## src/hw/rtl/kdt_pkg.sv

```systemverilog
`timescale 1ns / 1ps

package kdt_pkg;

	// table geometry
	localparam int TABLE_ENTRIES = 8;
	localparam int MAX_ORDER = 3;
	localparam int CNT_W = $clog2(TABLE_ENTRIES + 1);
	localparam int IDX_W = (TABLE_ENTRIES > 1) ? $clog2(TABLE_ENTRIES) : 1;
	localparam int WORDS = TABLE_ENTRIES * MAX_ORDER;
	localparam int WADDR_W = (WORDS > 1) ? $clog2(WORDS) : 1;

	// field widths
	localparam int KEY_W = 32;
	localparam int ORDER_W = 3;
	localparam int VALUE_W = 64;
	localparam int STATUS_W = 2;
	localparam int SLOT_W = 3;
	localparam int CFG_W = 4;

	// register port
	localparam int APB_AW = 3;
	localparam int APB_DW = 32;
	localparam logic REG_ENTRIES_IN_USE = 1'b0;
	localparam logic [CFG_W-1:0] ENTRIES_IN_USE_RESET = 4'd8;

	// action codes
	localparam logic ACT_SET = 1'b0;
	localparam logic ACT_CLEAR = 1'b1;

	typedef enum logic [STATUS_W-1:0] {
		ST_OK        = 2'd0,
		ST_BAD_ORDER = 2'd1,
		ST_NO_ROOM   = 2'd2,
		ST_SKIPPED   = 2'd3
	} status_t;

	typedef enum logic [1:0] {
		S_IDLE,
		S_CHECK,
		S_SCAN,
		S_FINISH
	} state_t;

	// controller to datapath
	typedef struct packed {
		logic    load;
		logic    clear_table;
		logic    scan_init;
		logic    scan_step;
		logic    wr_hit;
		logic    wr_alloc;
		logic    res_load;
		status_t res_status;
	} cmd_t;

	// datapath to controller
	typedef struct packed {
		logic action;
		logic skip;
		logic order_ok;
		logic scan_end;
		logic hit;
		logic free_found;
	} stat_t;

endpackage

```

## src/hw/rtl/kdt_if.sv

```systemverilog
`timescale 1ns / 1ps

// input word channel
interface kdt_item_if;
	logic                         valid;
	logic                         ready;
	logic                         action;
	logic [kdt_pkg::KEY_W-1:0]    key;
	logic [kdt_pkg::ORDER_W-1:0]  order;
	logic [kdt_pkg::VALUE_W-1:0]  value;
	logic                         last_of_call;

	modport source (output valid, action, key, order, value, last_of_call, input ready);
	modport sink (input valid, action, key, order, value, last_of_call, output ready);
endinterface

// result word channel
interface kdt_result_if;
	logic                         valid;
	logic                         ready;
	logic [kdt_pkg::STATUS_W-1:0] status;
	logic [kdt_pkg::SLOT_W-1:0]   slot;
	logic                         newly_allocated;

	modport source (output valid, status, slot, newly_allocated, input ready);
	modport sink (input valid, status, slot, newly_allocated, output ready);
endinterface

```

## src/hw/rtl/kdt_ctrl.sv

```systemverilog
`timescale 1ns / 1ps

module kdt_ctrl (
	input  logic           clk,
	input  logic           arst_n,
	input  logic           item_valid,
	output logic           item_ready,
	output logic           result_valid,
	input  logic           result_ready,
	output kdt_pkg::cmd_t  cmd,
	input  kdt_pkg::stat_t st
);

	kdt_pkg::state_t  state_q, state_d;
	kdt_pkg::status_t status_q, status_d;
	logic             out_vld_q, out_vld_d;

	// state, status and output valid registers
	always_ff @(posedge clk or negedge arst_n) begin
		if (!arst_n) begin
			state_q   <= kdt_pkg::S_IDLE;
			status_q  <= kdt_pkg::ST_OK;
			out_vld_q <= 1'b0;
		end else begin
			state_q   <= state_d;
			status_q  <= status_d;
			out_vld_q <= out_vld_d;
		end
	end

	// next state and commands
	always_comb begin
		state_d        = state_q;
		status_d       = status_q;
		cmd            = '0;
		cmd.res_status = status_q;
		item_ready     = (state_q == kdt_pkg::S_IDLE);
		unique case (state_q)
			kdt_pkg::S_IDLE: begin
				if (item_valid) begin
					cmd.load = 1'b1;
					state_d  = kdt_pkg::S_CHECK;
				end
			end
			kdt_pkg::S_CHECK: begin
				if (st.action == kdt_pkg::ACT_CLEAR) begin
					cmd.clear_table = 1'b1;
					status_d        = kdt_pkg::ST_OK;
					state_d         = kdt_pkg::S_FINISH;
				end else if (st.skip) begin
					status_d = kdt_pkg::ST_SKIPPED;
					state_d  = kdt_pkg::S_FINISH;
				end else if (!st.order_ok) begin
					status_d = kdt_pkg::ST_BAD_ORDER;
					state_d  = kdt_pkg::S_FINISH;
				end else begin
					cmd.scan_init = 1'b1;
					state_d       = kdt_pkg::S_SCAN;
				end
			end
			kdt_pkg::S_SCAN: begin
				if (st.scan_end) begin
					if (st.free_found) begin
						cmd.wr_alloc = 1'b1;
						status_d     = kdt_pkg::ST_OK;
					end else begin
						status_d = kdt_pkg::ST_NO_ROOM;
					end
					state_d = kdt_pkg::S_FINISH;
				end else if (st.hit) begin
					cmd.wr_hit = 1'b1;
					status_d   = kdt_pkg::ST_OK;
					state_d    = kdt_pkg::S_FINISH;
				end else begin
					cmd.scan_step = 1'b1;
				end
			end
			kdt_pkg::S_FINISH: begin
				if (!out_vld_q || result_ready) begin
					cmd.res_load = 1'b1;
					state_d      = kdt_pkg::S_IDLE;
				end
			end
			default: state_d = kdt_pkg::S_IDLE;
		endcase
	end

	// output register valid
	always_comb begin
		if (cmd.res_load) begin
			out_vld_d = 1'b1;
		end else if (result_ready) begin
			out_vld_d = 1'b0;
		end else begin
			out_vld_d = out_vld_q;
		end
	end

	assign result_valid = out_vld_q;

`ifndef SYNTHESIS
	a_accept_to_check: assert property (@(posedge clk) disable iff (!arst_n)
		(item_valid && item_ready) |=> (state_q == kdt_pkg::S_CHECK))
		else $error("accepted word did not move to check");
	a_load_fills_output: assert property (@(posedge clk) disable iff (!arst_n)
		cmd.res_load |=> out_vld_q)
		else $error("result load did not set output valid");
	a_no_overwrite: assert property (@(posedge clk) disable iff (!arst_n)
		(cmd.res_load && out_vld_q) |-> result_ready)
		else $error("result overwritten before taken");
`endif

endmodule

```

## src/hw/rtl/kdt_dp.sv

```systemverilog
`timescale 1ns / 1ps

module kdt_dp (
	input  logic                          clk,
	input  logic                          arst_n,
	input  kdt_pkg::cmd_t                 cmd,
	output kdt_pkg::stat_t                st,
	input  logic                          item_action,
	input  logic [kdt_pkg::KEY_W-1:0]     item_key,
	input  logic [kdt_pkg::ORDER_W-1:0]   item_order,
	input  logic [kdt_pkg::VALUE_W-1:0]   item_value,
	input  logic                          item_last,
	input  logic [kdt_pkg::CFG_W-1:0]     entries_in_use,
	output logic [kdt_pkg::STATUS_W-1:0]  res_status,
	output logic [kdt_pkg::SLOT_W-1:0]    res_slot,
	output logic                          res_newly
);

	// held word
	logic                         act_q;
	logic [kdt_pkg::KEY_W-1:0]    key_q;
	logic [kdt_pkg::ORDER_W-1:0]  order_q;
	logic [kdt_pkg::VALUE_W-1:0]  value_q;
	logic                         last_q;
	logic                         skip_q;

	// scan state
	logic [kdt_pkg::CNT_W-1:0]    cnt_q;
	logic                         free_found_q;
	logic [kdt_pkg::IDX_W-1:0]    free_idx_q;
	logic [kdt_pkg::SLOT_W-1:0]   sel_slot_q;
	logic                         sel_new_q;

	// table storage
	logic [kdt_pkg::KEY_W-1:0]    entry_key_q [kdt_pkg::TABLE_ENTRIES];
	logic [kdt_pkg::TABLE_ENTRIES-1:0] entry_vld_q;
	logic [kdt_pkg::VALUE_W-1:0]  word_q [kdt_pkg::WORDS];
	logic [kdt_pkg::WORDS-1:0]    word_vld_q;

	// result register
	logic [kdt_pkg::STATUS_W-1:0] res_status_q;
	logic [kdt_pkg::SLOT_W-1:0]   res_slot_q;
	logic                         res_new_q;

	logic [kdt_pkg::CNT_W-1:0]    limit;
	logic [kdt_pkg::IDX_W-1:0]    idx;
	logic [kdt_pkg::IDX_W-1:0]    wr_entry;
	logic [kdt_pkg::WADDR_W-1:0]  waddr;
	logic                         scan_end;
	logic                         hit;
	logic                         err;

	// usable entry count, capped at table size
	always_comb begin
		if (int'(entries_in_use) > kdt_pkg::TABLE_ENTRIES) begin
			limit = kdt_pkg::CNT_W'(kdt_pkg::TABLE_ENTRIES);
		end else begin
			limit = kdt_pkg::CNT_W'(entries_in_use);
		end
	end

	// compare at the scan pointer
	assign idx      = cnt_q[kdt_pkg::IDX_W-1:0];
	assign scan_end = (cnt_q >= limit);
	assign hit      = !scan_end && entry_vld_q[idx] && (entry_key_q[idx] == key_q);
	assign wr_entry = cmd.wr_alloc ? free_idx_q : idx;
	assign waddr    = kdt_pkg::WADDR_W'(int'(wr_entry) * kdt_pkg::MAX_ORDER
		+ int'(order_q) - 1);

	assign st.action     = act_q;
	assign st.skip       = skip_q;
	assign st.order_ok   = (order_q != '0) &&
		(order_q <= kdt_pkg::ORDER_W'(kdt_pkg::MAX_ORDER));
	assign st.scan_end   = scan_end;
	assign st.hit        = hit;
	assign st.free_found = free_found_q;

	assign err = (cmd.res_status == kdt_pkg::ST_BAD_ORDER) ||
		(cmd.res_status == kdt_pkg::ST_NO_ROOM);

	// capture the accepted word
	always_ff @(posedge clk) begin
		if (cmd.load) begin
			act_q   <= item_action;
			key_q   <= item_key;
			order_q <= item_order;
			value_q <= item_value;
			last_q  <= item_last;
		end
	end

	// skip mode across a call
	always_ff @(posedge clk or negedge arst_n) begin
		if (!arst_n) begin
			skip_q <= 1'b0;
		end else if (cmd.res_load) begin
			if (last_q) begin
				skip_q <= 1'b0;
			end else if (err) begin
				skip_q <= 1'b1;
			end else if (act_q == kdt_pkg::ACT_CLEAR) begin
				skip_q <= 1'b0;
			end
		end
	end

	// scan pointer and first free entry
	always_ff @(posedge clk or negedge arst_n) begin
		if (!arst_n) begin
			cnt_q        <= '0;
			free_found_q <= 1'b0;
			free_idx_q   <= '0;
		end else if (cmd.scan_init) begin
			cnt_q        <= '0;
			free_found_q <= 1'b0;
		end else if (cmd.scan_step) begin
			cnt_q <= cnt_q + 1'b1;
			if (!entry_vld_q[idx] && !free_found_q) begin
				free_found_q <= 1'b1;
				free_idx_q   <= idx;
			end
		end
	end

	// chosen slot for the result
	always_ff @(posedge clk) begin
		if (cmd.load) begin
			sel_slot_q <= '0;
			sel_new_q  <= 1'b0;
		end else if (cmd.wr_hit || cmd.wr_alloc) begin
			sel_slot_q <= kdt_pkg::SLOT_W'(wr_entry);
			sel_new_q  <= cmd.wr_alloc;
		end
	end

	// entry keys
	always_ff @(posedge clk) begin
		if (cmd.wr_alloc) begin
			entry_key_q[free_idx_q] <= key_q;
		end
	end

	// entry valid bits
	always_ff @(posedge clk or negedge arst_n) begin
		if (!arst_n) begin
			entry_vld_q <= '0;
		end else if (cmd.clear_table) begin
			entry_vld_q <= '0;
		end else if (cmd.wr_alloc) begin
			entry_vld_q[free_idx_q] <= 1'b1;
		end
	end

	// derivative words, one write port
	always_ff @(posedge clk) begin
		if (cmd.wr_hit || cmd.wr_alloc) begin
			word_q[waddr] <= value_q;
		end
	end

	// word valid bits
	// a claimed entry keeps only the word just written
	always_ff @(posedge clk or negedge arst_n) begin
		if (!arst_n) begin
			word_vld_q <= '0;
		end else if (cmd.clear_table) begin
			word_vld_q <= '0;
		end else if (cmd.wr_alloc) begin
			for (int n = 0; n < kdt_pkg::MAX_ORDER; n++) begin
				word_vld_q[kdt_pkg::WADDR_W'(int'(free_idx_q) * kdt_pkg::MAX_ORDER + n)] <=
					(n == int'(order_q) - 1);
			end
		end else if (cmd.wr_hit) begin
			word_vld_q[waddr] <= 1'b1;
		end
	end

	// result register
	always_ff @(posedge clk) begin
		if (cmd.res_load) begin
			res_status_q <= cmd.res_status;
			res_slot_q   <= sel_slot_q;
			res_new_q    <= sel_new_q;
		end
	end

	assign res_status = res_status_q;
	assign res_slot   = res_slot_q;
	assign res_newly  = res_new_q;

`ifndef SYNTHESIS
	a_alloc_needs_free: assert property (@(posedge clk) disable iff (!arst_n)
		cmd.wr_alloc |-> (free_found_q && scan_end && !entry_vld_q[free_idx_q]))
		else $error("allocation without a free entry");
	a_hit_is_match: assert property (@(posedge clk) disable iff (!arst_n)
		cmd.wr_hit |-> (hit && !cmd.wr_alloc))
		else $error("hit write without a matching key");
	a_alloc_marks_valid: assert property (@(posedge clk) disable iff (!arst_n)
		cmd.wr_alloc |=> entry_vld_q[$past(free_idx_q)])
		else $error("claimed entry not marked valid");
`endif

endmodule

```

## src/hw/rtl/keyed_derivative_table_unit.sv

```systemverilog
`timescale 1ns / 1ps

// channel   dir  handshake       word
// item      in   valid / ready   action, key, order, value, last_of_call
// result    out  valid / ready   status, slot, newly_allocated
// apb       in   psel / penable  entries_in_use at byte address 0
//
// a set word that hits entry j ends its scan at entry j; a miss scans every entry up to the
// limit (limit is entries_in_use capped at 8)
// clear, skipped and bad order words go from check straight to finish, with no scan
// the scan visits one entry key per cycle, tracking the first free entry
// reset empties the table and skip mode at once, no clearing pass
// the result register lets the next word enter while a result waits;
// a second result waits in the controller until the first is taken
module keyed_derivative_table_unit (
	input  logic                        clk,
	input  logic                        arst_n,
	kdt_item_if.sink                    item,
	kdt_result_if.source                result,
	input  logic                        psel,
	input  logic                        penable,
	input  logic                        pwrite,
	input  logic [kdt_pkg::APB_AW-1:0]  paddr,
	input  logic [kdt_pkg::APB_DW-1:0]  pwdata,
	output logic [kdt_pkg::APB_DW-1:0]  prdata,
	output logic                        pready
);

	logic [kdt_pkg::CFG_W-1:0] entries_q;
	logic                      reg_sel;
	kdt_pkg::cmd_t             cmd;
	kdt_pkg::stat_t            st;

	// register decode
	assign pready  = 1'b1;
	assign reg_sel = (paddr[2] == kdt_pkg::REG_ENTRIES_IN_USE) && (paddr[1:0] == 2'b00);

	always_ff @(posedge clk or negedge arst_n) begin
		if (!arst_n) begin
			entries_q <= kdt_pkg::ENTRIES_IN_USE_RESET;
		end else if (psel && penable && pwrite && reg_sel) begin
			entries_q <= pwdata[kdt_pkg::CFG_W-1:0];
		end
	end

	assign prdata = reg_sel ? kdt_pkg::APB_DW'(entries_q) : '0;

	kdt_ctrl u_ctrl (
		.clk          (clk),
		.arst_n       (arst_n),
		.item_valid   (item.valid),
		.item_ready   (item.ready),
		.result_valid (result.valid),
		.result_ready (result.ready),
		.cmd          (cmd),
		.st           (st)
	);

	kdt_dp u_dp (
		.clk            (clk),
		.arst_n         (arst_n),
		.cmd            (cmd),
		.st             (st),
		.item_action    (item.action),
		.item_key       (item.key),
		.item_order     (item.order),
		.item_value     (item.value),
		.item_last      (item.last_of_call),
		.entries_in_use (entries_q),
		.res_status     (result.status),
		.res_slot       (result.slot),
		.res_newly      (result.newly_allocated)
	);

endmodule
```

## src/flat_wrapper.sv

```systemverilog
// flat-port wrapper written by rule: the top's interface ports become plain ports
module keyed_derivative_table_unit_flat 
  (clk, arst_n, psel, penable, pwrite, paddr, pwdata, prdata, pready, item_valid, item_action, item_key, item_order, item_value, item_last_of_call, item_ready, result_valid, result_status, result_slot, result_newly_allocated, result_ready);
  kdt_item_if item_i ();
  kdt_result_if result_i ();
  input  logic clk;
  input  logic arst_n;
  input  logic psel;
  input  logic penable;
  input  logic pwrite;
  input  logic [kdt_pkg::APB_AW-1:0] paddr;
  input  logic [kdt_pkg::APB_DW-1:0] pwdata;
  output logic [kdt_pkg::APB_DW-1:0] prdata;
  output logic pready;
  input wire logic [$bits(item_i.valid)-1:0] item_valid;
  input wire logic [$bits(item_i.action)-1:0] item_action;
  input wire logic [$bits(item_i.key)-1:0] item_key;
  input wire logic [$bits(item_i.order)-1:0] item_order;
  input wire logic [$bits(item_i.value)-1:0] item_value;
  input wire logic [$bits(item_i.last_of_call)-1:0] item_last_of_call;
  output wire logic [$bits(item_i.ready)-1:0] item_ready;
  output wire logic [$bits(result_i.valid)-1:0] result_valid;
  output wire logic [$bits(result_i.status)-1:0] result_status;
  output wire logic [$bits(result_i.slot)-1:0] result_slot;
  output wire logic [$bits(result_i.newly_allocated)-1:0] result_newly_allocated;
  input wire logic [$bits(result_i.ready)-1:0] result_ready;
  assign item_i.valid = item_valid;
  assign item_i.action = item_action;
  assign item_i.key = item_key;
  assign item_i.order = item_order;
  assign item_i.value = item_value;
  assign item_i.last_of_call = item_last_of_call;
  assign item_ready = item_i.ready;
  assign result_valid = result_i.valid;
  assign result_status = result_i.status;
  assign result_slot = result_i.slot;
  assign result_newly_allocated = result_i.newly_allocated;
  assign result_i.ready = result_ready;
  keyed_derivative_table_unit u_core (.clk(clk), .arst_n(arst_n), .item(item_i), .result(result_i), .psel(psel), .penable(penable), .pwrite(pwrite), .paddr(paddr), .pwdata(pwdata), .prdata(prdata), .pready(pready));
endmodule
```

## config.mk

```make
export PLATFORM = sky130hd
export DESIGN_NAME = keyed_derivative_table_unit_flat
export DESIGN_NICKNAME = d
export VERILOG_FILES = /design/src/hw/rtl/kdt_pkg.sv /design/src/hw/rtl/kdt_if.sv /design/src/hw/rtl/kdt_ctrl.sv /design/src/hw/rtl/kdt_dp.sv /design/src/hw/rtl/keyed_derivative_table_unit.sv /design/src/flat_wrapper.sv
export SDC_FILE = /design/constraint.sdc
export NUM_CORES = 1
export LEC_CHECK = 0
export ABC_AREA = 1
export BUFFER_PORTS_ARGS = -buffer_cell sky130_fd_sc_hd__buf_2
export CAP_MARGIN = 15
export CORE_MARGIN = 2
export CORE_UTILIZATION = 37
export CTS_CLUSTER_DIAMETER = 60
export DETAILED_ROUTE_END_ITERATION = 8
export HOLD_SLACK_MARGIN = 0.03
export PLACE_DENSITY_LB_ADDON = 0.12
export SLEW_MARGIN = 30
export SYNTH_ARGS = -nofsm -noshare
export SYNTH_HDL_FRONTEND = slang
export SYNTH_SLANG_ARGS = --single-unit
```

## constraint.sdc

```tcl
create_clock -name clk -period 4.02 [get_ports clk]
set_input_delay 0.402 -clock clk [delete_from_list [all_inputs] [get_ports clk]]
set_output_delay 0.402 -clock clk [all_outputs]
set_load 0.01 [all_outputs]
```

Word level (Yosys, flattened, before mapping)
Memories as Yosys holds them, arrays and structs flattened.
Cells that the tools add are included.
{"block": "totals", "input_bits": 143, "ff_bits": 73, "wordCells": 120, "ram_bits": 256, "out_inout_bits": 41, "memories": 1}
{"block": "classes", "reduce_logical": 30, "bitwise": 3, "muxes": 51, "addsub": 1, "n_lt_le_gt_ge": 6, "n_eq_ne": 10}
{"name": "u_core.u_dp.entry_key_q", "depth": 8, "width": 32, "rd": 1, "rd_ports_with_merged_regs": 0, "write_ports": 1, "line": "kdt_dp.sv:35", "text": "logic [kdt_pkg::KEY_W-1:0] entry_key_q [kdt_pkg::TABLE_ENTRIES];"}
{"cell": "$eq 32x32->1", "count": 1}
{"cell": "$mux 2", "count": 14}
{"cell": "$mux 1", "count": 25}
{"cell": "$mux 4", "count": 4}
{"cell": "$mux 8", "count": 2}
{"cell": "$reduce_bool 2->1", "count": 5}
{"cell": "$logic_and 1x1->1", "count": 9}
{"cell": "$reduce_and 3->1", "count": 3}
{"cell": "$lt 3x4->1 const B", "count": 2}
{"cell": "$or 8x8->8", "count": 1}
{"cell": "$pmux 2 s4", "count": 1}
{"cell": "$eq 2x2->1 const B", "count": 3}
{"cell": "$mux 3", "count": 2}
{"cell": "$reduce_bool 3->1", "count": 2}
{"cell": "$add 4x1->4 const B", "count": 1}
{"cell": "$eq 2x1->1 const B", "count": 2}
{"cell": "$ge 4x4->1", "count": 1}
{"cell": "$gt 4x4->1 const B", "count": 1}
{"cell": "$logic_not 1->1", "count": 4}
{"cell": "$logic_not 2->1", "count": 2}
{"cell": "$ne 2x2->1 const B", "count": 2}
{"cell": "$ne 4x4->1 const B", "count": 1}
{"cell": "$pmux 2 s2", "count": 1}
{"cell": "$reduce_and 2->1", "count": 2}
{"cell": "7 further kinds", "count": 10}

Depth between registers and ports, before layout
Gate-level depths: netlist (run 1).
{"block": "depth", "word_depth": 11, "ltp_mapped": 19, "depth_no_buf": 18}

Hierarchy
From an unflattened synthesis (run 1), not the netlist that was laid out.
{"block": "unflattened", "hier_cells": 1363, "hier_area_um2": 14331.2}
{"module": "kdt_dp", "n_inst": 1, "seq_area_each_um2": 9484.1, "area_per_inst_um2": 13477.9, "cells_per_inst": 1242}
{"module": "keyed_derivative_table_unit", "n_inst": 1, "seq_area_each_um2": 101.3, "area_per_inst_um2": 465.4, "cells_per_inst": 63}
{"module": "kdt_ctrl", "n_inst": 1, "seq_area_each_um2": 125.1, "area_per_inst_um2": 387.9, "cells_per_inst": 58}

Worst setup path before layout (run 1)
No wires, ideal clock.
{"block": "synth_path", "path_type": "reg2reg", "start": "register u_core.u_dp.cnt_q[0] (netlist bit)", "end": "memory u_core.u_dp.entry_key_q[1][0] (netlist bit), enable pin", "period_less_slack_ns": 3.556, "t_arrival_ns": 3.133, "t_required_ns": 3.597, "path_stages_with_launch": 13, "n_path_buf": 3, "setup_ns": 0.423, "setup_slack_ns": 0.464, "cell_sequence": "dfrtp_1 inv_2 buf_4 buf_4 ha_1 o21bai_1 nand3_1 nand3_1 nand3_1 clkbuf_1 nor2_1 inv_1 nor2_1"}
{"block": "synth_via", "elab_chain_cells": 5}
{"element": "from (decl)", "line": "kdt_dp.sv:28", "text": "logic [kdt_pkg::CNT_W-1:0] cnt_q;"}
{"element": "from (signal assigned)", "line": "kdt_dp.sv:117", "text": "cnt_q <= cnt_q + 1'b1;"}
{"element": "$ge 4x4->1", "line": "kdt_dp.sv:64", "text": "assign scan_end = (cnt_q >= limit);"}
{"element": "$mux 1", "line": "kdt_ctrl.sv:62", "text": "if (st.scan_end) begin"}
{"element": "$mux 3", "line": "kdt_ctrl.sv:38", "text": "unique case (state_q)"}
{"element": "$mux 1", "line": "kdt_dp.sv:138", "text": "if (cmd.wr_alloc) begin"}
{"element": "$mux 1 (implied by the code)", "line": "kdt_dp.sv:139", "text": "entry_key_q[free_idx_q] <= key_q;"}
{"element": "to (decl)", "line": "kdt_dp.sv:35"}
Every way passes these cells.

Worst setup path after layout (run 1)
{"block": "layout_path", "start": "register u_core.u_dp.cnt_q[0] (netlist bit)", "end": "register u_core.u_ctrl.state_q[0]"}
{"block": "layout_via", "elab_chain_cells": 6, "elab_cells_between_ends": 12, "cone_classes": "order compare (1); eq/ne (2); mux (4); reduce/logical (4); memory (1)"}
{"element": "branches (longest 6 deep; another with $mem_v2 8x32)"}
{"element": "to (signal assigned)", "line": "kdt_ctrl.sv:21", "text": "state_q <= kdt_pkg::S_IDLE;"}
{"element": "to (signal assigned)", "line": "kdt_ctrl.sv:25", "text": "state_q <= state_d;"}
{"element": "to (decl)", "line": "kdt_ctrl.sv:14", "text": "kdt_pkg::state_t state_q, state_d;"}
Parallel ways; which one is timed is not known. The select of a mux whose other input is x is not followed.
A chain may end at the register's enable or synchronous reset.

==> results.md, run 1 <==
- Hold Path Class: in -> reg
- Count of placed standard cells in the final layout, fillers left out: roughly 2,100
- Clock buffer count from CTS: 39
- Count of mapped cells out of synthesis: about 1,400
- Die Ht: 203 um
- Final RePlAce weighted congestion: 0.792
- Clock Pin Slew Worst Setup and Hold Paths: ~0.06 ns
- Number of different library cells in the post-synthesis netlist: 33
- Setup TNS: 0 ns
- Routed Antenna Nets: 0
- TritonCTS clock tree: built
- Maximum clock frequency: roughly 320 MHz
- Number of vias per cell after detailed routing: 4.65
- Number of remaining DRC errors: 0
- I/O pins: 184
- Max-cap violation count: 0
- Final Max Slew Viols: 0
- Post-synthesis sequential area ratio: 0.664
- Total power: 11.3 mW
- PortBufs: 62
- Initial detailed-routing violation count: 555
- Arrival time at the worst endpoint: around 3.5 ns
- Pin count of the biggest net entering global routing: 132
- Number of rows in the core area: 72
- Die Footprint: 41,200 um2
- Outcome: completed
- GR Overflow Total: 0
- Cell breakdown of the critical path: inv_4, buf_12, nand2_1, nand3_1, nand3_1, nand3_1, nand2_1, nor2_1, nand3_1, nor2_1, nand3_1, nand2_2, nand2_1, nand2_1, o21ai_1
- Cell with the largest stage delay on the worst path: sky130_fd_sc_hd__dfrtp_4
- Fraction of synthesis flops using an asynchronous set or reset pin: 0.0790
- Library cell with the highest instance count after synthesis: sky130_fd_sc_hd__nand2_1
- Number of antenna violations at the first check in global routing: 0
- Sort of element at the end of the critical path: flip-flop
- Critical-path maximum fanout: roughly 130
- Count of state elements after synthesis: ~330
- Post-route cell area: 17,100 um2
- RSZ-0062 raised after global routing: false
- Cell area after synthesis: 14,600 um2
- Clock group share of total power: 0.305
- Wire length per cell: between 15 and 20 um
- Synth area leader: sky130_fd_sc_hd__edfxtp_1
- Clock H-tree levels: 2
- Post-synth EDFFs: approximately 300
- Instance area after placement: between 15,000 and 20,000 um2
- Root Buffer: sky130_fd_sc_hd__clkbuf_16
- Mapped Avg Cell Area: 10.1 um2
- Max VDD drop: 0.000358 V
- Internal power contribution: 7.29 mW
- Final clock skew: 0.0125 ns
- Area share of the largest cell type after synthesis: 0.614
- CTS sink cnt: 329
- Proportion of power drawn by flip-flops and latches: 0.395
- Initial Util: 0.377
- Slew at the pin with the worst max-slew slack: 0.755 ns
- CTS max path bufs: 3
- Nature of the critical path startpoint: flip-flop
- Top cells by area, synth: sky130_fd_sc_hd__edfxtp_1, sky130_fd_sc_hd__nand2_1, sky130_fd_sc_hd__nand3_1
- CP most frequent cell: sky130_fd_sc_hd__nand3_1
- Insertion delay to the later sink of the worst-skew pair: 0.54 ns
- First-pass DRT Iterations: 5
- Top_reg_cell synth: sky130_fd_sc_hd__edfxtp_1
- Static Leak: 7.26 nW
- Total half-perimeter wirelength after legalization and detailed placement: 18,900 um
- Final wirelength: 34,500 um
- Endpoints failing hold: 0
- Setup violation total in the final timing report: 0
- Width of the chip: between 200 and 250 um
- Net switching power: 3.99 mW
- Final worst path period need: 3.10 ns
- Proportion of power drawn by combinational gates: 0.299
- Gr usage total: 0.170
- Category of the most critical setup path: reg -> reg
- Core area: 38,800 um2
- Vias after detailed routing: 9,764
- Post-synth top cells: sky130_fd_sc_hd__nand2_1, sky130_fd_sc_hd__edfxtp_1, sky130_fd_sc_hd__nand3_1
- Cell count after placement: 1,996
- Ratio of final minimum period to clock period: 0.770
- Slowest stage delay, CP: 0.58 ns
- Number of antenna diodes: 0
- Critical path data required time: 4.44 ns
- Number of global-route vias before repair: ~9,400
- Fraction of final layout cells sized beyond drive strength 1: 0.0960
- Wire length of the first global-routing pass: 53,400 um
- Cell area power density: 660 nW/um2
- Worst slew margin relative to its limit: 0.497
- Net switching share of the total power: 0.354
- Final #Nets: 1,707
- Count of synthesis-stage warnings from yosys: 0
- Synthesis-to-layout area growth: 16.8%
## cell type report
type | instances | area, um2
Timing Repair Buffer | 119 | 907
Clock inverter | 15 | 158
Fill cell | 3706 | 21700
Clock buffer | 55 | 1090
Multi-Input combinational cell | 886 | 3900
Tap cell | 518 | 648
Sequential cell | 329 | 9720
Inverter | 180 | 681
## cell families after synthesis
family                     share of synthesized area
other                                       0.000513
adders and majority gates                    0.00770
buffers and inverters                         0.0810
DFF                                            0.664
xor gates and xnor gates                     0.00180
AOI/OAI and AO/OA                             0.0180
and+or+nand+nor                                0.228
## critical path: cells and delay by family, from the launching register on
family / cells / cell delay [ns]
AND/OR/NAND/NOR: 12 / 1.62
flip-flops: 1 / 0.58
buffers and inverters: 2 / 0.55
AO/OA/AOI/OAI: 1 / 0.06
## path summary, 6_finish.rpt
path | from | endpoint | slack, ns | cells after the start
max in group asynchronous | arst_n | u_core.u_dp.cnt_q[0] | 3.11 | 2
worst min register to register | u_core.u_dp.sel_slot_q[2] | u_core.u_dp.res_slot[2] | 0.43 | 0
worst max-delay path | u_core.u_dp.cnt_q[0] | u_core.u_ctrl.state_q[0] | 0.92 | 15
worst max register to register | u_core.u_dp.cnt_q[0] | u_core.u_ctrl.state_q[0] | 0.92 | 15
min in group asynchronous | arst_n | u_core.entries_q[0] | 0.43 | 2
worst min-delay path | item_key[24] | u_core.u_dp.key_q[24] | 0.06 | 1
## sequential cells by signal, indices dropped and copies added, names as in the netlist
register,flops
u_core.u_dp.skip_q,1
u_core.u_dp.sel_slot_q,3
u_core.u_dp.key_q,32
u_core.u_dp.last_q,1
u_core.u_dp.free_idx_q,3
u_core.u_dp.res_slot,3
u_core.u_dp.res_status,2
u_core.u_ctrl.status_q,2
u_core.u_dp.entry_vld_q,8
u_core.u_dp.res_newly,1
u_core.u_ctrl.state_q,2
u_core.entries_q,4
u_core.u_dp.order_q,3
u_core.u_ctrl.result_valid,1
u_core.u_dp.cnt_q,4
u_core.u_dp.sel_new_q,1
u_core.u_dp.entry_key_q,256
u_core.u_dp.free_found_q,1
u_core.u_dp.act_q,1
## placed cells by master, fill, tap and decap left out, types with 2 or more instances in the layout
cell / n
sky130_fd_sc_hd__inv_2: 2
sky130_fd_sc_hd__dlygate4sd3_1: 36
sky130_fd_sc_hd__buf_12: 6
sky130_fd_sc_hd__a21oi_1: 6
sky130_fd_sc_hd__nand4_1: 8
sky130_fd_sc_hd__nand3b_1: 16
sky130_fd_sc_hd__o21bai_1: 2
sky130_fd_sc_hd__dfrtp_1: 22
sky130_fd_sc_hd__clkbuf_16: 41
sky130_fd_sc_hd__clkinv_1: 6
sky130_fd_sc_hd__dfxtp_1: 4
sky130_fd_sc_hd__edfxtp_1: 299
sky130_fd_sc_hd__o21ai_1: 14
sky130_fd_sc_hd__ha_1: 9
sky130_fd_sc_hd__bufinv_16: 3
sky130_fd_sc_hd__clkinv_2: 4
sky130_fd_sc_hd__inv_1: 175
sky130_fd_sc_hd__conb_1: 29
sky130_fd_sc_hd__inv_6: 2
sky130_fd_sc_hd__clkbuf_1: 13
sky130_fd_sc_hd__buf_4: 14
sky130_fd_sc_hd__inv_4: 2
sky130_fd_sc_hd__dfrtp_2: 2
sky130_fd_sc_hd__nand2_1: 486
sky130_fd_sc_hd__nor2_4: 8
sky130_fd_sc_hd__o21ai_0: 13
sky130_fd_sc_hd__nand3_1: 192
sky130_fd_sc_hd__nor2_1: 85
sky130_fd_sc_hd__xor2_1: 2
sky130_fd_sc_hd__o21a_1: 8
sky130_fd_sc_hd__buf_2: 62
## routing by layer
layer | vias up | GRT usage | share of wire
met4 | 0 | 0.0430 | 0.016
met3 | 37 | 0.0324 | 0.043
li1 | 4911 | - | -
met5 | - | 0 | 0
met2 | 173 | 0.289 | 0.48
met1 | 4643 | 0.225 | 0.46
## stage by stage
stage,setup WS (ns),util,hold WS [ns]
after floorplan,0.464,-,0.106
after CTS,0.926,0.440,0.0350
after global routing,0.646,0.440,0.0379
after global placement,0.947,0.399,0.427
final,0.924,0.440,0.0627
after detailed placement,0.944,0.399,0.420
## power groups by stage
stage	combinational, mW	sequential [mW]	clock, mW
after floorplan	2.50	4.42	0
after global placement	3.38	4.52	0
after detailed placement	3.42	4.53	0
after CTS	3.45	4.47	3.55
after global routing	3.87	4.51	3.69
final	3.38	4.46	3.44
## timing repair
action | CTS | global route
hold buffers | 36 | 0
hold endpoints to repair | 60 | 0
resized for setup | 0 | 0
setup buffers | 0 | 0
Power figures use the tool's default switching activity.
==> run 2: changes to the inputs <==
Clock period 4.02 ns to 2.8 ns, I/O delays scaled along.
==> results.md, run 2 (synthesis results as in run 1) <==
- Gr usage total: 0.178
- Critical-path maximum fanout: 19
- Root Buffer: sky130_fd_sc_hd__clkbuf_16
- Initial detailed-routing violation count: 565
- Final Max Slew Viols: 0
- Wire length per cell: 16.8 um
- Final worst path period need: about 2.5 ns
- Reg-to-reg startpoint: u_core.entries_q[3]
- Max FFs per register: 256
- Setup slack of the worst register-to-register path: 0.27 ns
- Final RePlAce weighted congestion: 0.776
- Endpoints failing hold: 0
- I/O pins: between 150 and 200
- Number of vias per cell after detailed routing: 4.57
- Die Ht: 203 um
- Number of antenna diodes: 0
- Setup TNS: 0 ns
- PortBufs: between 60 and 70
- Total half-perimeter wirelength after legalization and detailed placement: 21,000 um
- Fraction of final layout cells sized beyond drive strength 1: 0.118
- Clock Pin Slew Worst Setup and Hold Paths: 0.06 ns
- Pin count of the biggest net entering global routing: 44
- Static Leak: 7.52 nW
- Clock H-tree levels: 2
- Synthesis-to-layout area growth: 20.8%
- Final wirelength: 35,900 um
- CTS sink cnt: around 330
- Wire length of the first global-routing pass: 55,500 um
- Setup violation total in the final timing report: 0
- Initial Util: 0.377
- Critical path data required time: around 3.0 ns
- First-pass DRT Iterations: 5
- Category of the most critical setup path: reg -> reg
- Maximum clock frequency: 396 MHz
- Worst hold path depth: 4
- Number of global-route vias before repair: 9,547
- Cell area power density: roughly 950 nW/um2
- Ratio of final minimum period to clock period: 0.903
- Worst r2r dst: u_core.u_dp.entry_key_q[3][5]
- Max-cap violation count: 0
- Clock buffer count from CTS: 39
- Sort of element at the end of the critical path: flip-flop
- Arrival time at the worst endpoint: 2.76 ns
- Slew at the pin with the worst max-slew slack: 0.650 ns
- Vias after detailed routing: 9,790
- TritonCTS clock tree: built
- Number of rows in the core area: 72
- Routed Antenna Nets: 0
- Die Footprint: 41,200 um2
- Most frequent cells in the layout: sky130_fd_sc_hd__nand2_1, sky130_fd_sc_hd__edfxtp_1, sky130_fd_sc_hd__nand3_1
- Width of the chip: a little over 200 um
- Register containing the most flip-flops in the final layout: u_core.u_dp.entry_key_q
- Worst slew margin relative to its limit: 0.567
- CP Launch Point: u_core.entries_q[3]
- Final clock skew: between 0.01 and 0.015 ns
- Max VDD drop: 0.000425 V
- Nature of the critical path startpoint: flip-flop
- Final Hold Slack: 0.122 ns
- Outcome: completed
- Register-to-Register Path Depth: 13
- Number of antenna violations at the first check in global routing: 0
- Core area: 38,800 um2
- Insertion delay to the later sink of the worst-skew pair: between 0.5 and 0.6 ns
- Startpoint of the worst hold path: item_valid
- CTS max path bufs: 3
- Largest registers: u_core.u_dp.entry_key_q: 256 flops, u_core.u_dp.key_q: 32 flops, u_core.u_dp.entry_vld_q: 8 flops
- GR Overflow Total: 0
- Final #Nets: 1,746
- Hold Path Class: in -> reg
- Most common cell after layout, fill and taps aside: sky130_fd_sc_hd__nand2_1
- Post-Route Utilization: 0.455
- Number of remaining DRC errors: 0
- Worst Hold Path EP: u_core.u_dp.sel_slot_q[1]
==> run 2: cell types whose count changed in the layout (fill, tap and decap cells not counted), sizes merged <==
cell         delta
buf            +31
dlygate4sd3     +7
clkinv          +6
clkbuf          -6
inv             -2
clkinvlp        +2
==> run 2: what timing repair did <==
action / CTS / global route
endpoints found under the hold margin: 67 / 0
endpoints found under the setup margin: 0 / 52
gates resized for setup: 0 / 10
hold buffers: 43 / 0
setup buffers: 0 / 3
==> run 2: layer usage <==
layer  global-route usage  vias up  routed length (um)
met2                0.298      172               16900
met4               0.0576        0                 902
met5                    0        -                   0
met3               0.0289       57                1470
li1                     -     4984                   -
met1                0.238     4577               16600
==> run 2: worst max-delay path by stage <==
stage	slack [ns]	cells past startpoint	to
floorplan	-0.24	12	u_core.u_dp.entry_key_q[1][0]
global placement	0.14	17	u_core.u_ctrl.status_q[0]
detailed placement	0.07	17	u_core.u_ctrl.state_q[0]
CTS	0.02	16	u_core.u_dp.cnt_q[0]
global route	-0.00007	17	u_core.u_dp.cnt_q[2]
finish	0.27	13	u_core.u_dp.entry_key_q[3][5]
==> run 2: area by class of cell <==
class	count	area, um2
clock inverters	21	180
flip-flops and latches	329	9720
repair buffers	158	1500
fillers	3621	21200
multi-input cells	886	3930
well taps	518	648
clock buffers	48	1020
inverters	180	681
==> run 2: metrics by stage <==
| stage | setup slack, ns | cell area (um2) | cells | total power, mW |
|---|---|---|---|---|
| after global routing | -0.0000662 | 17700 | 2140 | 17.8 |
| after global placement | 0.141 | 16000 | 2024 | 11.8 |
| final | 0.272 | 17700 | 2140 | 16.7 |
| after CTS | 0.0185 | 17600 | 2136 | 16.8 |
| after floorplan | -0.240 | 14800 | 1476 | 9.95 |
| after detailed placement | 0.0676 | 16000 | 2024 | 11.9 |
==> run 2: critical path, stage by stage, from the launching register on <==
cell                       delay (ns)
sky130_fd_sc_hd__dfstp_2         0.36
sky130_fd_sc_hd__inv_1           0.12
sky130_fd_sc_hd__nand2_1         0.08
sky130_fd_sc_hd__ha_1            0.29
sky130_fd_sc_hd__inv_1           0.04
sky130_fd_sc_hd__o21bai_1        0.12
sky130_fd_sc_hd__nand3_1         0.11
sky130_fd_sc_hd__nand3_2         0.13
sky130_fd_sc_hd__buf_4           0.14
sky130_fd_sc_hd__nand3_1         0.11
sky130_fd_sc_hd__nor2_1          0.11
sky130_fd_sc_hd__inv_1           0.17
sky130_fd_sc_hd__nor2_4          0.21
sky130_fd_sc_hd__buf_12          0.22
==> run 2: report_power, final <==
part	total [mW]	internal (mW)	switching (mW)	leakage, nW
registers	6.37	5.99	0.378	3.06
clock network	4.83	2.86	1.98	0.587
logic	5.52	1.93	3.58	3.86
==> run 3: changes to the inputs <==
Clock period 2.8 ns to 3.01 ns, I/O delays scaled along.
==> results.md, run 3 (synthesis results as in run 1) <==
- Width of the chip: 203 um
- Number of global-route vias before repair: between 9,000 and 10,000
- Number of antenna violations at the first check in global routing: 0
- Arrival time at the worst endpoint: 3.11 ns
- Post-Route Utilization: 0.447
- Endpoints failing hold: 0
- CTS sink cnt: 329
- Die Ht: 203 um
- Max VDD drop: just over 0.0006 V
- Most frequent cells in the layout: sky130_fd_sc_hd__nand2_1, sky130_fd_sc_hd__edfxtp_1, sky130_fd_sc_hd__nand3_1
- Wire length of the first global-routing pass: ~54,000 um
- Final RePlAce weighted congestion: 0.786
- Slowest stage delay, CP: 0.51 ns
- Clock Pin Slew Worst Setup and Hold Paths: 0.05 ns
- Routed Antenna Nets: 0
- Worst hold path depth: 4
- Count of placed standard cells in the final layout, fillers left out: 2,122
- Most common cell after layout, fill and taps aside: sky130_fd_sc_hd__nand2_1
- Hold Path Class: in -> reg
- Largest registers: u_core.u_dp.entry_key_q: 256 flops, u_core.u_dp.key_q: 32 flops, u_core.u_dp.entry_vld_q: 8 flops
- Max-cap violation count: 0
- Core area: 38,800 um2
- Cell area power density: 870 nW/um2
- Ratio of final minimum period to clock period: 0.897
- Wire length per cell: 16.4 um
- I/O pins: 184
- Fraction of final layout cells sized beyond drive strength 1: 0.103
- Synthesis-to-layout area growth: 18.6%
- GR Overflow Total: 0
- Static Leak: around 7.4 nW
- Max FFs per register: 256
- Insertion delay to the later sink of the worst-skew pair: 0.54 ns
- CTS max path bufs: 3
- Final clock skew: 0.0152 ns
- RSZ-0062 raised after global routing: false
- Clock H-tree levels: 2
- Register containing the most flip-flops in the final layout: u_core.u_dp.entry_key_q
- Final wirelength: 34,900 um
- Cell with the largest stage delay on the worst path: sky130_fd_sc_hd__dfrtp_4
- Instance area after placement: 15,700 um2
- Pin count of the biggest net entering global routing: 91
- Worst r2r dst: u_core.u_ctrl.state_q[0]
- Maximum clock frequency: 370 MHz
- Crit path to: u_core.u_ctrl.state_q[0]
- Setup violation total in the final timing report: 0
- Nature of the critical path startpoint: flip-flop
- Die Footprint: 41,200 um2
- Cell count after placement: 2,010
- Final #Nets: between 1,500 and 2,000
- Total half-perimeter wirelength after legalization and detailed placement: 20,000 um
- Worst slew margin relative to its limit: 0.573
- Initial Util: 0.377
- Outcome: completed
- Vias after detailed routing: 9,798
- Number of rows in the core area: 72
- Fill cell count: 3,678
- Post-route cell area: 17,400 um2
- Root Buffer: sky130_fd_sc_hd__clkbuf_16
- Critical-path maximum fanout: 60
- CP most frequent cell: sky130_fd_sc_hd__nand2_1
- First-pass DRT Iterations: 5
- Cell breakdown of the critical path: inv_4, buf_16, nand2_1, nand3_1, nand3_1, nand2_1, nand2_1, nand2_1, nand3_1, nor2_1, nand2_1, nor2_1, nand3_1, nand2_4, nand2_1, nand2_1, o21ai_1
- Number of remaining DRC errors: 0
- Register-to-Register Path Depth: 17
- Clock buffer count from CTS: 40
- Number of antenna diodes: 0
- Minimum setup slack in the final design: just over 0.3 ns
- Setup slack of the worst register-to-register path: 0.31 ns
- Reg-to-reg startpoint: u_core.u_dp.cnt_q[0]
- Setup fix buffers added after clock tree synthesis: 0
- Initial detailed-routing violation count: 562
- CP Launch Point: u_core.u_dp.cnt_q[0]
- Sort of element at the end of the critical path: flip-flop
- Number of vias per cell after detailed routing: 4.62
- Worst slack at placement: approximately 0.23 ns
- Final worst path period need: ~2.7 ns
- Critical path data required time: roughly 3.4 ns
- Final Max Slew Viols: 0
- Slew at the pin with the worst max-slew slack: 0.640 ns
- Gr usage total: 0.174
- Category of the most critical setup path: reg -> reg
- TritonCTS clock tree: built
- PortBufs: 62
## run 3: report_power, final
part	total, mW	switching (mW)	internal (mW)
Combinational	4.80	3.25	1.54
Sequential	5.93	0.360	5.57
Clock	4.36	1.80	2.57
## run 3: worst min path at each step
stage | start | end | slack, ns
2_1_floorplan | arst_n | u_core.entries_q[0] | 0.005
3_3_place_gp | arst_n | u_core.entries_q[0] | 0.36
3_5_place_dp | arst_n | u_core.entries_q[0] | 0.36
4_1_cts | item_valid | u_core.u_dp.sel_slot_q[2] | 0.12
5_1_grt | item_valid | u_core.u_dp.sel_slot_q[2] | 0.17
6_report | item_valid | u_core.u_dp.sel_slot_q[2] | 0.13
## run 3: what timing repair did
item / 4_1_cts / 5_1_grt
resized for setup: 0 / 3
setup endpoints to repair: 0 / 7
hold buffers: 43 / 0
endpoints found under the hold margin: 67 / 0
## run 3: critical path, delay by kind of cell (launching register included)
| family | cells | cell delay (ns) |
|---|---|---|
| compound gates | 1 | 0.06 |
| simple gates | 14 | 1.51 |
| buf+inv | 2 | 0.46 |
| flops | 1 | 0.51 |
## run 3: final cells by class
type                            instances  area [um2]  area share
Inverter                              180         678      0.0391
Timing Repair Buffer                  140        1220      0.0705
Sequential cell                       329        9720       0.560
Tap cell                              518         648      0.0374
Clock inverter                         18         114     0.00656
Clock buffer                           51        1060      0.0613
Multi-Input combinational cell        886        3910       0.225
## run 3: through the flow
step	TNS [ns]	total power, mW	hold slack [ns]
after global placement	0	10.8	0.355
after floorplan	-45.95	9.25	0.00541
after CTS	0	15.3	0.116
final	0	15.1	0.132
after detailed placement	0	10.8	0.361
after global routing	0	16.1	0.168
## run 3: metal layers
metal,track usage,vias to the layer above,wire length [um]
met2,0.294,170,16900
met4,0.0641,0,850
li1,-,4953,-
met1,0.228,4623,15900
met3,0.0274,52,1310
met5,0,-,0
